$ cat src/sv/fri_pkg.sv
// ----------------------------------------------------------------------------
// fri_pkg
// Types, byte codes and helpers shared by the FASTA record indexer.
// ----------------------------------------------------------------------------
`default_nettype none

package fri_pkg;

    localparam int COUNT_WIDTH = 32;
    localparam int NAME_WIDTH  = 16;
    localparam int OUT_WIDTH   = 32;

    typedef logic [COUNT_WIDTH-1:0] t_cnt;
    typedef logic [NAME_WIDTH-1:0]  t_name;
    typedef logic [OUT_WIDTH-1:0]   t_out;

    localparam logic KIND_DATA = 1'b0;
    localparam logic KIND_EOS  = 1'b1;

    localparam logic [7:0] CH_TAB   = 8'd9;
    localparam logic [7:0] CH_LF    = 8'd10;
    localparam logic [7:0] CH_CR    = 8'd13;
    localparam logic [7:0] CH_SPACE = 8'd32;
    localparam logic [7:0] CH_GT    = 8'd62;
    localparam logic [7:0] CH_UC_C  = 8'd67;
    localparam logic [7:0] CH_UC_G  = 8'd71;
    localparam logic [7:0] CH_UC_N  = 8'd78;
    localparam logic [7:0] CH_LC_A  = 8'd97;
    localparam logic [7:0] CH_LC_Z  = 8'd122;
    localparam logic [7:0] CASE_OFS = 8'd32;

    typedef enum logic [1:0] {
        MODE_SEQ  = 2'd0,
        MODE_NAME = 2'd1,
        MODE_SKIP = 2'd2
    } t_mode;

    typedef struct packed {
        logic       kind;
        logic [7:0] byte_value;
    } t_item;

    // packed so that header_offset lands in the lowest bits
    typedef struct packed {
        t_out  n_count;
        t_out  gc_count;
        t_out  base_count;
        t_out  seq_span;
        t_out  seq_offset;
        t_name name_length;
        t_out  header_offset;
    } t_rec;

    function automatic t_cnt sat_inc(input t_cnt v);
        return (&v) ? v : v + t_cnt'(1);
    endfunction

    function automatic logic is_space(input logic [7:0] b);
        return (b == CH_SPACE) || (b >= CH_TAB && b <= CH_CR);
    endfunction

    function automatic logic [7:0] to_upper(input logic [7:0] b);
        return (b >= CH_LC_A && b <= CH_LC_Z) ? b - CASE_OFS : b;
    endfunction

    function automatic t_out to_out(input t_cnt v);
        return OUT_WIDTH'(v);
    endfunction

endpackage

`default_nettype wire

$ cat src/sv/fasta_record_indexer_core.sv
// ----------------------------------------------------------------------------
// fasta_record_indexer_core
// Indexes a FASTA byte stream: one record summary per header, one per headerless stream.
//
//  channel  dir  fields
//  s_axis   in   tuser: kind; tdata: byte_value
//  m_axis   out  tdata: header_offset, name_length, seq_offset, seq_span,
//                       base_count, gc_count, n_count
//
// One byte per cycle while m_axis does not stall; each byte passes the input
// register, and a record it completes is held in the parser/result register.
// The parser takes a byte whenever the result register is empty or drained
// in the same cycle; an m_axis stall backs up into s_axis_tready.
// Synchronous active-low reset returns the parser to sequence mode, offset 0.
// ----------------------------------------------------------------------------
`default_nettype none

module fasta_record_indexer_core
    import fri_pkg::*;
(
    input  wire logic         i_clk,
    input  wire logic         i_rst_n,
    input  wire logic         s_axis_tvalid,
    output logic              s_axis_tready,
    input  wire logic [7:0]   s_axis_tdata,  // [7:0] byte_value
    input  wire logic         s_axis_tuser,  // [0] kind
    output logic              m_axis_tvalid,
    input  wire logic         m_axis_tready,
    output logic [207:0]      m_axis_tdata   // header_offset[31:0], name_length[47:32],
                                             // seq_offset[79:48], seq_span[111:80],
                                             // base_count[143:112], gc_count[175:144],
                                             // n_count[207:176]
);

    t_item w_in_item;
    t_item w_item;
    logic  w_item_vld;
    logic  w_take;
    t_rec  w_rec;

    assign w_in_item.kind       = s_axis_tuser;
    assign w_in_item.byte_value = s_axis_tdata;

    fri_in_reg u_in_reg (
        .i_clk   (i_clk),
        .i_rst_n (i_rst_n),
        .i_valid (s_axis_tvalid),
        .o_ready (s_axis_tready),
        .i_item  (w_in_item),
        .i_take  (w_take),
        .o_valid (w_item_vld),
        .o_item  (w_item)
    );

    fri_parser u_parser (
        .i_clk   (i_clk),
        .i_rst_n (i_rst_n),
        .i_valid (w_item_vld),
        .i_item  (w_item),
        .o_take  (w_take),
        .o_valid (m_axis_tvalid),
        .i_ready (m_axis_tready),
        .o_rec   (w_rec)
    );

    assign m_axis_tdata = w_rec;

endmodule

`default_nettype wire

$ cat src/sv/fri_in_reg.sv
// ----------------------------------------------------------------------------
// fri_in_reg
// Input register: holds one byte item until the parser takes it.
// ----------------------------------------------------------------------------
`default_nettype none

module fri_in_reg
    import fri_pkg::*;
(
    input  wire logic  i_clk,
    input  wire logic  i_rst_n,
    input  wire logic  i_valid,
    output logic       o_ready,
    input  wire t_item i_item,
    input  wire logic  i_take,
    output logic       o_valid,
    output t_item      o_item
);

    logic  r_vld;
    t_item r_item;

    assign o_ready = !r_vld || i_take;
    assign o_valid = r_vld;
    assign o_item  = r_item;

    always_ff @(posedge i_clk) begin
        if (!i_rst_n) begin
            r_vld <= 1'b0;
        end else if (i_valid && o_ready) begin
            r_vld <= 1'b1;
        end else if (i_take) begin
            r_vld <= 1'b0;
        end
    end

    always_ff @(posedge i_clk) begin
        if (i_valid && o_ready) begin
            r_item <= i_item;
        end
    end

endmodule

`default_nettype wire

$ cat src/sv/fri_parser.sv
// ----------------------------------------------------------------------------
// fri_parser
// Header/sequence parser with record tallies and the result register.
// ----------------------------------------------------------------------------
`default_nettype none

module fri_parser
    import fri_pkg::*;
(
    input  wire logic  i_clk,
    input  wire logic  i_rst_n,
    input  wire logic  i_valid,
    input  wire t_item i_item,
    output logic       o_take,
    output logic       o_valid,
    input  wire logic  i_ready,
    output t_rec       o_rec
);

    t_mode r_mode, n_mode;
    t_cnt  r_pos, n_pos;
    t_cnt  r_seq_start, n_seq_start;
    t_cnt  r_hdr_off, n_hdr_off;
    logic  r_have_rec, n_have_rec;
    t_name r_name_bytes, n_name_bytes;
    t_cnt  r_base, n_base;
    t_cnt  r_gc, n_gc;
    t_cnt  r_ncnt, n_ncnt;
    logic  r_out_vld;
    t_rec  r_out, n_out;
    logic  n_emit;
    logic  w_eos;
    logic  [7:0] w_b;
    logic  [7:0] w_u;
    t_cnt  w_span;

    assign o_take  = i_valid && (!r_out_vld || i_ready);
    assign o_valid = r_out_vld;
    assign o_rec   = r_out;

    assign w_eos  = (i_item.kind == KIND_EOS);
    assign w_b    = i_item.byte_value;
    assign w_u    = to_upper(w_b);
    assign w_span = (r_pos >= r_seq_start) ? r_pos - r_seq_start : '0;

    // next parse mode
    always_comb begin
        n_mode = r_mode;
        if (o_take) begin
            if (w_eos) begin
                n_mode = MODE_SEQ;
            end else begin
                case (r_mode)
                    MODE_NAME: begin
                        if (w_b == CH_LF) begin
                            n_mode = MODE_SEQ;
                        end else if (is_space(w_b)) begin
                            n_mode = MODE_SKIP;
                        end
                    end
                    MODE_SKIP: begin
                        if (w_b == CH_LF) begin
                            n_mode = MODE_SEQ;
                        end
                    end
                    MODE_SEQ: begin
                        if (w_b == CH_GT) begin
                            n_mode = MODE_NAME;
                        end
                    end
                    default: begin
                        n_mode = MODE_SEQ;
                    end
                endcase
            end
        end
    end

    // record datapath and result
    always_comb begin
        n_pos        = r_pos;
        n_seq_start  = r_seq_start;
        n_hdr_off    = r_hdr_off;
        n_have_rec   = r_have_rec;
        n_name_bytes = r_name_bytes;
        n_base       = r_base;
        n_gc         = r_gc;
        n_ncnt       = r_ncnt;
        n_emit       = 1'b0;
        n_out.header_offset = to_out(r_hdr_off);
        n_out.name_length   = r_name_bytes;
        n_out.seq_offset    = to_out(r_seq_start);
        n_out.seq_span      = to_out(w_span);
        n_out.base_count    = to_out(r_base);
        n_out.gc_count      = to_out(r_gc);
        n_out.n_count       = to_out(r_ncnt);
        if (o_take) begin
            if (w_eos) begin
                n_emit = 1'b1;
                if (r_mode != MODE_SEQ) begin
                    // stream ended inside a header
                    n_out.seq_offset = to_out(r_pos);
                    n_out.seq_span   = '0;
                    n_out.base_count = '0;
                    n_out.gc_count   = '0;
                    n_out.n_count    = '0;
                end
                n_pos        = '0;
                n_seq_start  = '0;
                n_hdr_off    = '0;
                n_have_rec   = 1'b0;
                n_name_bytes = '0;
                n_base       = '0;
                n_gc         = '0;
                n_ncnt       = '0;
            end else begin
                n_pos = sat_inc(r_pos);
                case (r_mode)
                    MODE_NAME: begin
                        if (w_b == CH_LF) begin
                            n_seq_start = sat_inc(r_pos);
                        end else if (!is_space(w_b) && !(&r_name_bytes)) begin
                            n_name_bytes = r_name_bytes + t_name'(1);
                        end
                    end
                    MODE_SKIP: begin
                        if (w_b == CH_LF) begin
                            n_seq_start = sat_inc(r_pos);
                        end
                    end
                    MODE_SEQ: begin
                        if (w_b == CH_GT) begin
                            n_emit       = r_have_rec;
                            n_have_rec   = 1'b1;
                            n_hdr_off    = r_pos;
                            n_name_bytes = '0;
                            n_base       = '0;
                            n_gc         = '0;
                            n_ncnt       = '0;
                        end else if (w_b != CH_LF && w_b != CH_CR) begin
                            n_base = sat_inc(r_base);
                            if (w_u == CH_UC_G || w_u == CH_UC_C) begin
                                n_gc = sat_inc(r_gc);
                            end else if (w_u == CH_UC_N) begin
                                n_ncnt = sat_inc(r_ncnt);
                            end
                        end
                    end
                    default: begin
                        n_pos = r_pos;
                    end
                endcase
            end
        end
    end

    always_ff @(posedge i_clk) begin
        if (!i_rst_n) begin
            r_mode       <= MODE_SEQ;
            r_pos        <= '0;
            r_seq_start  <= '0;
            r_hdr_off    <= '0;
            r_have_rec   <= 1'b0;
            r_name_bytes <= '0;
            r_base       <= '0;
            r_gc         <= '0;
            r_ncnt       <= '0;
            r_out_vld    <= 1'b0;
        end else begin
            r_mode       <= n_mode;
            r_pos        <= n_pos;
            r_seq_start  <= n_seq_start;
            r_hdr_off    <= n_hdr_off;
            r_have_rec   <= n_have_rec;
            r_name_bytes <= n_name_bytes;
            r_base       <= n_base;
            r_gc         <= n_gc;
            r_ncnt       <= n_ncnt;
            if (o_take && n_emit) begin
                r_out_vld <= 1'b1;
            end else if (i_ready) begin
                r_out_vld <= 1'b0;
            end
        end
    end

    always_ff @(posedge i_clk) begin
        if (o_take && n_emit) begin
            r_out <= n_out;
        end
    end

    a_eos_clears: assert property (@(posedge i_clk) disable iff (!i_rst_n)
        o_take && w_eos |=> r_mode == MODE_SEQ && r_pos == '0 && !r_have_rec)
        else $error("state not cleared after end of stream");

    a_hdr_needs_rec: assert property (@(posedge i_clk) disable iff (!i_rst_n)
        r_mode != MODE_SEQ |-> r_have_rec)
        else $error("header mode without a record");

    a_name_needs_rec: assert property (@(posedge i_clk) disable iff (!i_rst_n)
        !r_have_rec |-> r_name_bytes == '0)
        else $error("name bytes counted without a record");

    a_hdr_behind_pos: assert property (@(posedge i_clk) disable iff (!i_rst_n)
        r_have_rec |-> r_hdr_off <= r_pos)
        else $error("header offset ahead of byte position");

endmodule

`default_nettype wire

$ cat config.mk
export PLATFORM = sky130hd
export DESIGN_NAME = fasta_record_indexer_core
export DESIGN_NICKNAME = d
export VERILOG_FILES = /design/src/sv/fri_pkg.sv /design/src/sv/fasta_record_indexer_core.sv /design/src/sv/fri_in_reg.sv /design/src/sv/fri_parser.sv
export SDC_FILE = /design/constraint.sdc
export NUM_CORES = 1
export LEC_CHECK = 0
export BUFFER_PORTS_ARGS = -buffer_cell sky130_fd_sc_hd__buf_2
export CAP_MARGIN = 0
export CORE_ASPECT_RATIO = 0.8
export CORE_UTILIZATION = 30
export CTS_CLUSTER_SIZE = 8
export DETAILED_ROUTE_END_ITERATION = 10
export PLACE_DENSITY = 0.52
export SYNTH_ARGS = -nofsm -noshare
export SYNTH_HDL_FRONTEND = slang
export SYNTH_HIERARCHICAL = 1
export SYNTH_SLANG_ARGS = --single-unit
$ cat constraint.sdc
create_clock -name i_clk -period 16.6 [get_ports i_clk]
set_clock_uncertainty 0.1 [all_clocks]
set_input_delay 0.83 -clock i_clk [delete_from_list [all_inputs] [get_ports i_clk]]
set_output_delay 0.83 -clock i_clk [all_outputs]
set_load 0.01 [all_outputs]
==> results.toml, run 1 <==
[status]
result_of_the_run = "finished with violations"
violations = "DRC"

[synthesis]
post_synthesis_cell_area_um2 = 19600
share_of_synthesized_area_occupied_by_flip_flops_and_latches_pct = 55.0
post_synth_edffs = 217
synthesis.area_per_instance_um2 = 10.4
synthesis.nets = 1943
ys.flop_type = "edfxtp_1"
synth.yosys.warnings = 6
synth_cell_types = 74
synth_area_leader_cell = "edfxtp_1"
most_area_consuming_cells_after_synthesis = "edfxtp_1 33%, dfxtp_1 22%, and2_1 3.7%"
async_flop_share_pct = 0
synth-seq-cells = 430
netlist_instances = 1886
synthDominantCellAreaShare_pct = 33.2

[route]
via_count = 15100
first_iter_violations = 1021
ant_nets = 0
vias_per_cell = 5.03
detail_route.drc_violations = 32
drt-pass1-iter-count = 8
average_wire_per_standard_cell_um = 17.9
postRouteWirelength_um = 53600

[grt]
antenna_found_initial = 3
grt_pass1_wl_um = 83100
gr-usage-all-layers_pct = 15.8
grt_max_degree = 108
globalRouteOverflowTotal = 0
vias_in_the_first_global_route = 14500

[clock_tree]
post_cts_hold_buffer_count = 0
cts_sinks = 430
clock_tree_from_tritoncts = "done"
post_cts_buffers = 0
insertion_delay_ps = 620
post_cts.resized_instances = 0
numCtsBuffers = 59
cts_buffer_depth = 3
cts.htree.levels = 2
worst_setup_hold_path_clk_slew_ps = 50
cts_root_buffer_type = "clkbuf_16"

[power_and_ir_drop]
power.share.combinational_pct = 3.8
p_sw_w = 0.000537
leakagePower_nw = 9.12
swShare_pct = 22.8
clock_power_share_pct = 48.4
cellInternalPower_w = 0.00182
powerDensity_nw_per_um2 = 101
power.ir.vdd_worst_v = 0.0000862
power_frac_seq_pct = 47.9

[worst_setup_path]
critPathArrivalTime_ps = 4640
delay_of_the_slowest_cell_on_the_worst_path_ps = 610
cp.depth = 11
element_type_at_the_critical_path_start = "flop"
cp_slowest_cell = "nand2_1"
timing.reg2reg.worst_path_depth = 11
timing_worst_setup_path_type = "flop to flop"
cp-end-kind = "flop"
timing.critical_path.cells = "inv_1 -> ha_1 -> fa_1 -> nor2b_1 -> o21ai_0 -> a21oi_1 -> o21ai_1 -> o211ai_1 -> or4_1 -> nand2_1 -> nor4_1"
timing.rr.start = "u_parser/r_pos[0]"
cp_data_required_time_ps = 16900
r2r_slack_ps = 12260
worst_path_dominant_cell_family = "simple AND/OR/NAND/NOR gates"
worst-path-buf-inv = 1
critPathMaxFanout = 29
worstReg2RegEnd = "u_parser/o_rec[109]"

[timing]
final_max_slew_viol_count = 0
setup_repair_after_global_routing_missed_its_margin = "false"
finalSetupViolations = 0
final_min_period_over_clock_period_pct = 26.1
setup_slack_ps = 12260
worst-slew-pin-transition_ps = 1290
finalSetupTns_ps = 0
worst_slew_margin_relative_to_its_limit_pct = 13.6
achievable-frequency_mhz = 230
post_layout_minimum_cycle_time_ps = 4340
finalHoldViolCount = 0

[worst_hold_path]
timing.hold.worst.class = "primary input to flop"
hp-start = "s_axis_tdata[6]"
whs_endpoint = "u_in_reg/o_item[6]"
hold-path-cell-count = 1

[place]
dpl.hpwl_um = 36700
placement.setup.worst_slack_ps = 12240
dpl-instance-area_um2 = 21600
numPortBuffers = 222
last_weighted_congestion_value_of_the_routability_driven_placer = 0.889

[layout]
seq_area_um2 = 10800
stdcell_area_um2 = 23300
area_growth_pct = 18.9
multi_input_area_um2 = 8280
final_common_cell = "buf_2"
nets = 2150
fillCellCount = 6438
layout_common_cells = "222 x buf_2, 217 x edfxtp_1, 213 x dfxtp_1, 158 x nor2_1, 140 x nand2_1"
drive_gt1_share_pct = 16.4

[floorplan]
design.core.area_um2 = 64400
std_cell_rows = 83
die_w_um = 288
die_area_um2 = 66400
die_h_um = 231
io-pin-count = 223
initial_core_utilization_pct = 30.5

[flow_run]
maxCapViolations = 0
[cell type report]
| class | instances | share of cell area [%] |
|---|---|---|
| multi-input cells | 1306 | 35.5 |
| flip-flops and latches | 430 | 46.2 |
| repair buffers | 236 | 5.22 |
| inverters | 60 | 0.966 |
| diodes | 1 | 0.0107 |
| well taps | 850 | 4.56 |
| clock buffers | 108 | 7.16 |
| clock inverters | 3 | 0.343 |
[per-stage QoR]
step           hold WS (ps)  util (%)  power [W]  instances
3_3_place_gp            320      33.5    0.00124       2882
3_5_place_dp            321      33.5    0.00124       2882
2_1_floorplan           309         -    0.00121       1886
6_report                303      36.2    0.00236       2994
5_1_grt                 262      36.2    0.00245       2993
4_1_cts                 254      36.2    0.00240       2993
[flip-flops by register name, indices dropped and copies added (netlist names), 2 cells and up]
signal                 count
u_parser/o_rec           208
u_parser/r_gc             32
u_parser/r_ncnt           32
u_parser/r_hdr_off        32
u_parser/r_name_bytes     16
u_parser/r_pos            32
u_parser/r_mode            2
u_in_reg/o_item            9
u_parser/r_seq_start      32
u_parser/r_base           32
[cells by family after synthesis]
family                   count (synthesis)  synth area share, %
multiplexers                            38                 2.13
XOR/XNOR                               114                 5.09
buffers and inverters                  150                 2.99
AO/OA/AOI/OAI                          371                 12.2
adder cells (fa/ha/maj)                 44                 2.85
AND/OR/NAND/NOR                        739                 19.8
flip-flops                             430                 55.0
[how the worst max path moves through the flow]
stage,end,startpoint,slack (ps)
2_1_floorplan,u_parser/o_rec[0],u_in_reg/o_item[0],90
3_3_place_gp,u_parser/o_rec[110],u_parser/r_pos[0],12500
3_5_place_dp,u_parser/o_rec[109],u_parser/r_pos[0],12240
4_1_cts,u_parser/o_rec[109],u_parser/r_pos[0],12260
5_1_grt,u_parser/o_rec[109],u_parser/r_pos[0],11820
6_report,u_parser/o_rec[109],u_parser/r_pos[0],12260
[routing by layer]
metal | vias up | global-route usage (%) | wire length [µm]
met3 | 79 | 3.13 | 3030
met2 | 420 | 23.5 | 23200
met1 | 7358 | 23.1 | 26400
li1 | 7200 | - | -
met5 | - | 0 | 17
met4 | 2 | 4.46 | 1000
[Yosys cell counts, types with 11 or more instances]
master	number
inv_1	59
mux2_2	30
nand4_1	45
a31oi_1	17
xor2_1	67
a21o_1	23
nand3b_1	12
nor3_1	36
o211ai_1	11
or3_1	31
a21oi_1	81
clkbuf_1	73
nand2_1	140
a21boi_0	42
and3_1	33
and4_1	22
edfxtp_1	217
nor2b_1	27
dfxtp_1	213
o21ai_0	111
nor2_1	159
xnor2_1	47
and2_1	115
ha_1	43
a22o_1	33
nand3_1	71
[power groups by stage]
stage	Combinational, W	Sequential, W	Clock [W]
2_1_floorplan	0.0000522	0.00116	0
3_3_place_gp	0.0000875	0.00115	0
3_5_place_dp	0.0000891	0.00115	0
4_1_cts	0.0000892	0.00113	0.00118
5_1_grt	0.0000973	0.00113	0.00123
6_report	0.0000885	0.00113	0.00114
Power figures use the tool's default switching activity.
==> run 2: changes to the inputs <==
==> constraint.sdc (replaced) <==
create_clock -name i_clk -period 3.6 [get_ports i_clk]
set_clock_uncertainty 0.1 [all_clocks]
set_input_delay 0.18 -clock i_clk [delete_from_list [all_inputs] [get_ports i_clk]]
set_output_delay 0.18 -clock i_clk [all_outputs]
set_load 0.01 [all_outputs]
==> results.toml, run 2 (synthesis gave the netlist of run 1 again) <==
[clock_tree]
cts_buffer_depth = 3
clock_tree_from_tritoncts = "done"
numCtsBuffers = 60
cts_root_buffer_type = "clkbuf_16"
insertion_delay_ps = 620
worst_setup_hold_path_clk_slew_ps = 50
cts_sinks = 430
cts.htree.levels = 2

[worst_setup_path]
critPathMaxFanout = 29
timing_worst_setup_path_type = "flop to flop"
timing.critical_path.cells = "ha_1 -> a21oi_1 -> o21ai_0 -> or3b_1 -> o21ai_1 -> o211ai_1 -> buf_4 -> or4_1 -> nand2_1 -> buf_12 -> nor4_1"
critPathArrivalTime_ps = 3560
delay_of_the_slowest_cell_on_the_worst_path_ps = 540
cp-end-kind = "flop"
cp_data_required_time_ps = 3840
cp_slowest_cell = "or4_1"
element_type_at_the_critical_path_start = "flop"

[layout]
final_common_cell = "buf_2"
area_growth_pct = 21.3
layout_common_cells = "222 x buf_2, 217 x edfxtp_1, 213 x dfxtp_1, 158 x nor2_1, 140 x nand2_1"
nets = 2200
drive_gt1_share_pct = 17.9
largest_register_ffs = 208

[route]
average_wire_per_standard_cell_um = 18.1
vias_per_cell = 4.97
via_count = 15100
ant_nets = 0
drt-pass1-iter-count = 8
postRouteWirelength_um = 55000
detail_route.drc_violations = 16
first_iter_violations = 1190

[floorplan]
design.core.area_um2 = 64400
std_cell_rows = 83
die_h_um = 231
die_w_um = 288
die_area_um2 = 66400
io-pin-count = 223
initial_core_utilization_pct = 30.5

[place]
numPortBuffers = 222
placement.setup.worst_slack_ps = 126
last_weighted_congestion_value_of_the_routability_driven_placer = 0.868
dpl.hpwl_um = 38000

[grt]
grt_max_degree = 132
globalRouteOverflowTotal = 0
grt_pass1_wl_um = 84500
antenna_found_initial = 2
vias_in_the_first_global_route = 14600
gr-usage-all-layers_pct = 16.3

[timing]
final_max_slew_viol_count = 0
finalSetupTns_ps = 0
final_min_period_over_clock_period_pct = 92.3
achievable-frequency_mhz = 301
finalSetupViolations = 0
post_layout_minimum_cycle_time_ps = 3320
setup_slack_ps = 278
worst-slew-pin-transition_ps = 1180
finalHoldViolCount = 0
setup_repair_after_global_routing_missed_its_margin = "false"
worst_slew_margin_relative_to_its_limit_pct = 20.6

[power_and_ir_drop]
powerDensity_nw_per_um2 = 459
leakagePower_nw = 9.40
power.ir.vdd_worst_v = 0.000382

[status]
violations = "DRC"
result_of_the_run = "finished with violations"

[flow_run]
maxCapViolations = 0

[worst_hold_path]
timing.hold.worst.class = "primary input to flop"
run 2: cell types whose count changed in the layout (fill, tap and decap cells not counted), sizes merged:
cell / change
clkinv: -1
dlygate4sd3: +12
inv: +1
buf: +37
clkbuf: -2
run 2: worst max-delay path, delay by kind of cell (launching register included):
family          cells  cell delay (ps)
compound gates      4              600
fa+ha+maj           1              340
buf+inv             2              380
flops               1              450
simple gates        4             1170
run 2: final cells by class:
class                      count  area [µm²]
antenna                        1        2.50
clock buffer                 106        1720
clock inverter                 3        22.5
fill                        6416       40600
inverter                      60         225
multi-input combinational   1306        8290
sequential                   430       10800
tap                          850        1060
timing repair buffer         285        1690
run 2: what timing repair did:
item	4_1_cts	5_1_grt
gates resized for setup	0	1
hold endpoints to repair	27	0
hold buffers	12	0
setup buffers	0	1
setup endpoints to repair	0	2
run 2: worst paths after layout:
check                        end              startpoint  cells after the start  slack [ps]
max          u_parser/o_rec[110]       u_parser/r_pos[5]                     11         280
min           u_in_reg/o_item[2]         s_axis_tdata[2]                      2         230
max reg2reg  u_parser/o_rec[110]       u_parser/r_pos[5]                     11         280
min reg2reg   u_parser/o_rec[21]  u_parser/r_hdr_off[21]                      0         320
run 2: metal layers:
metal / track usage (%) / share of wire [%] / vias up / wire, µm
met2: 23.9 / 43 / 383 / 23700
met5: 0 / 0 / - / 0
met3: 2.91 / 5.9 / 68 / 3220
met1: 24.1 / 49 / 7355 / 27000
met4: 4.65 / 2.0 / 0 / 1080
li1: - / - / 7303 / -
run 2: power breakdown:
part / internal, W / switching [W] / total [W]
Clock: 0.00317 / 0.00210 / 0.00527
Sequential: 0.00518 / 0.0000256 / 0.00520
Combinational: 0.000142 / 0.000312 / 0.000454
run 2: per-stage QoR:
step                      total power (W)  instance area (µm²)  cells  util (%)  hold WS, ps
after CTS                          0.0111                23800   3039      36.9          193
after global placement            0.00574                21900   2918      34.0          262
after floorplan                   0.00557                19600   1886         -          179
after global routing               0.0114                23800   3041      36.9          207
after detailed placement          0.00575                21900   2918      34.0          260
final                              0.0109                23800   3041      36.9          228
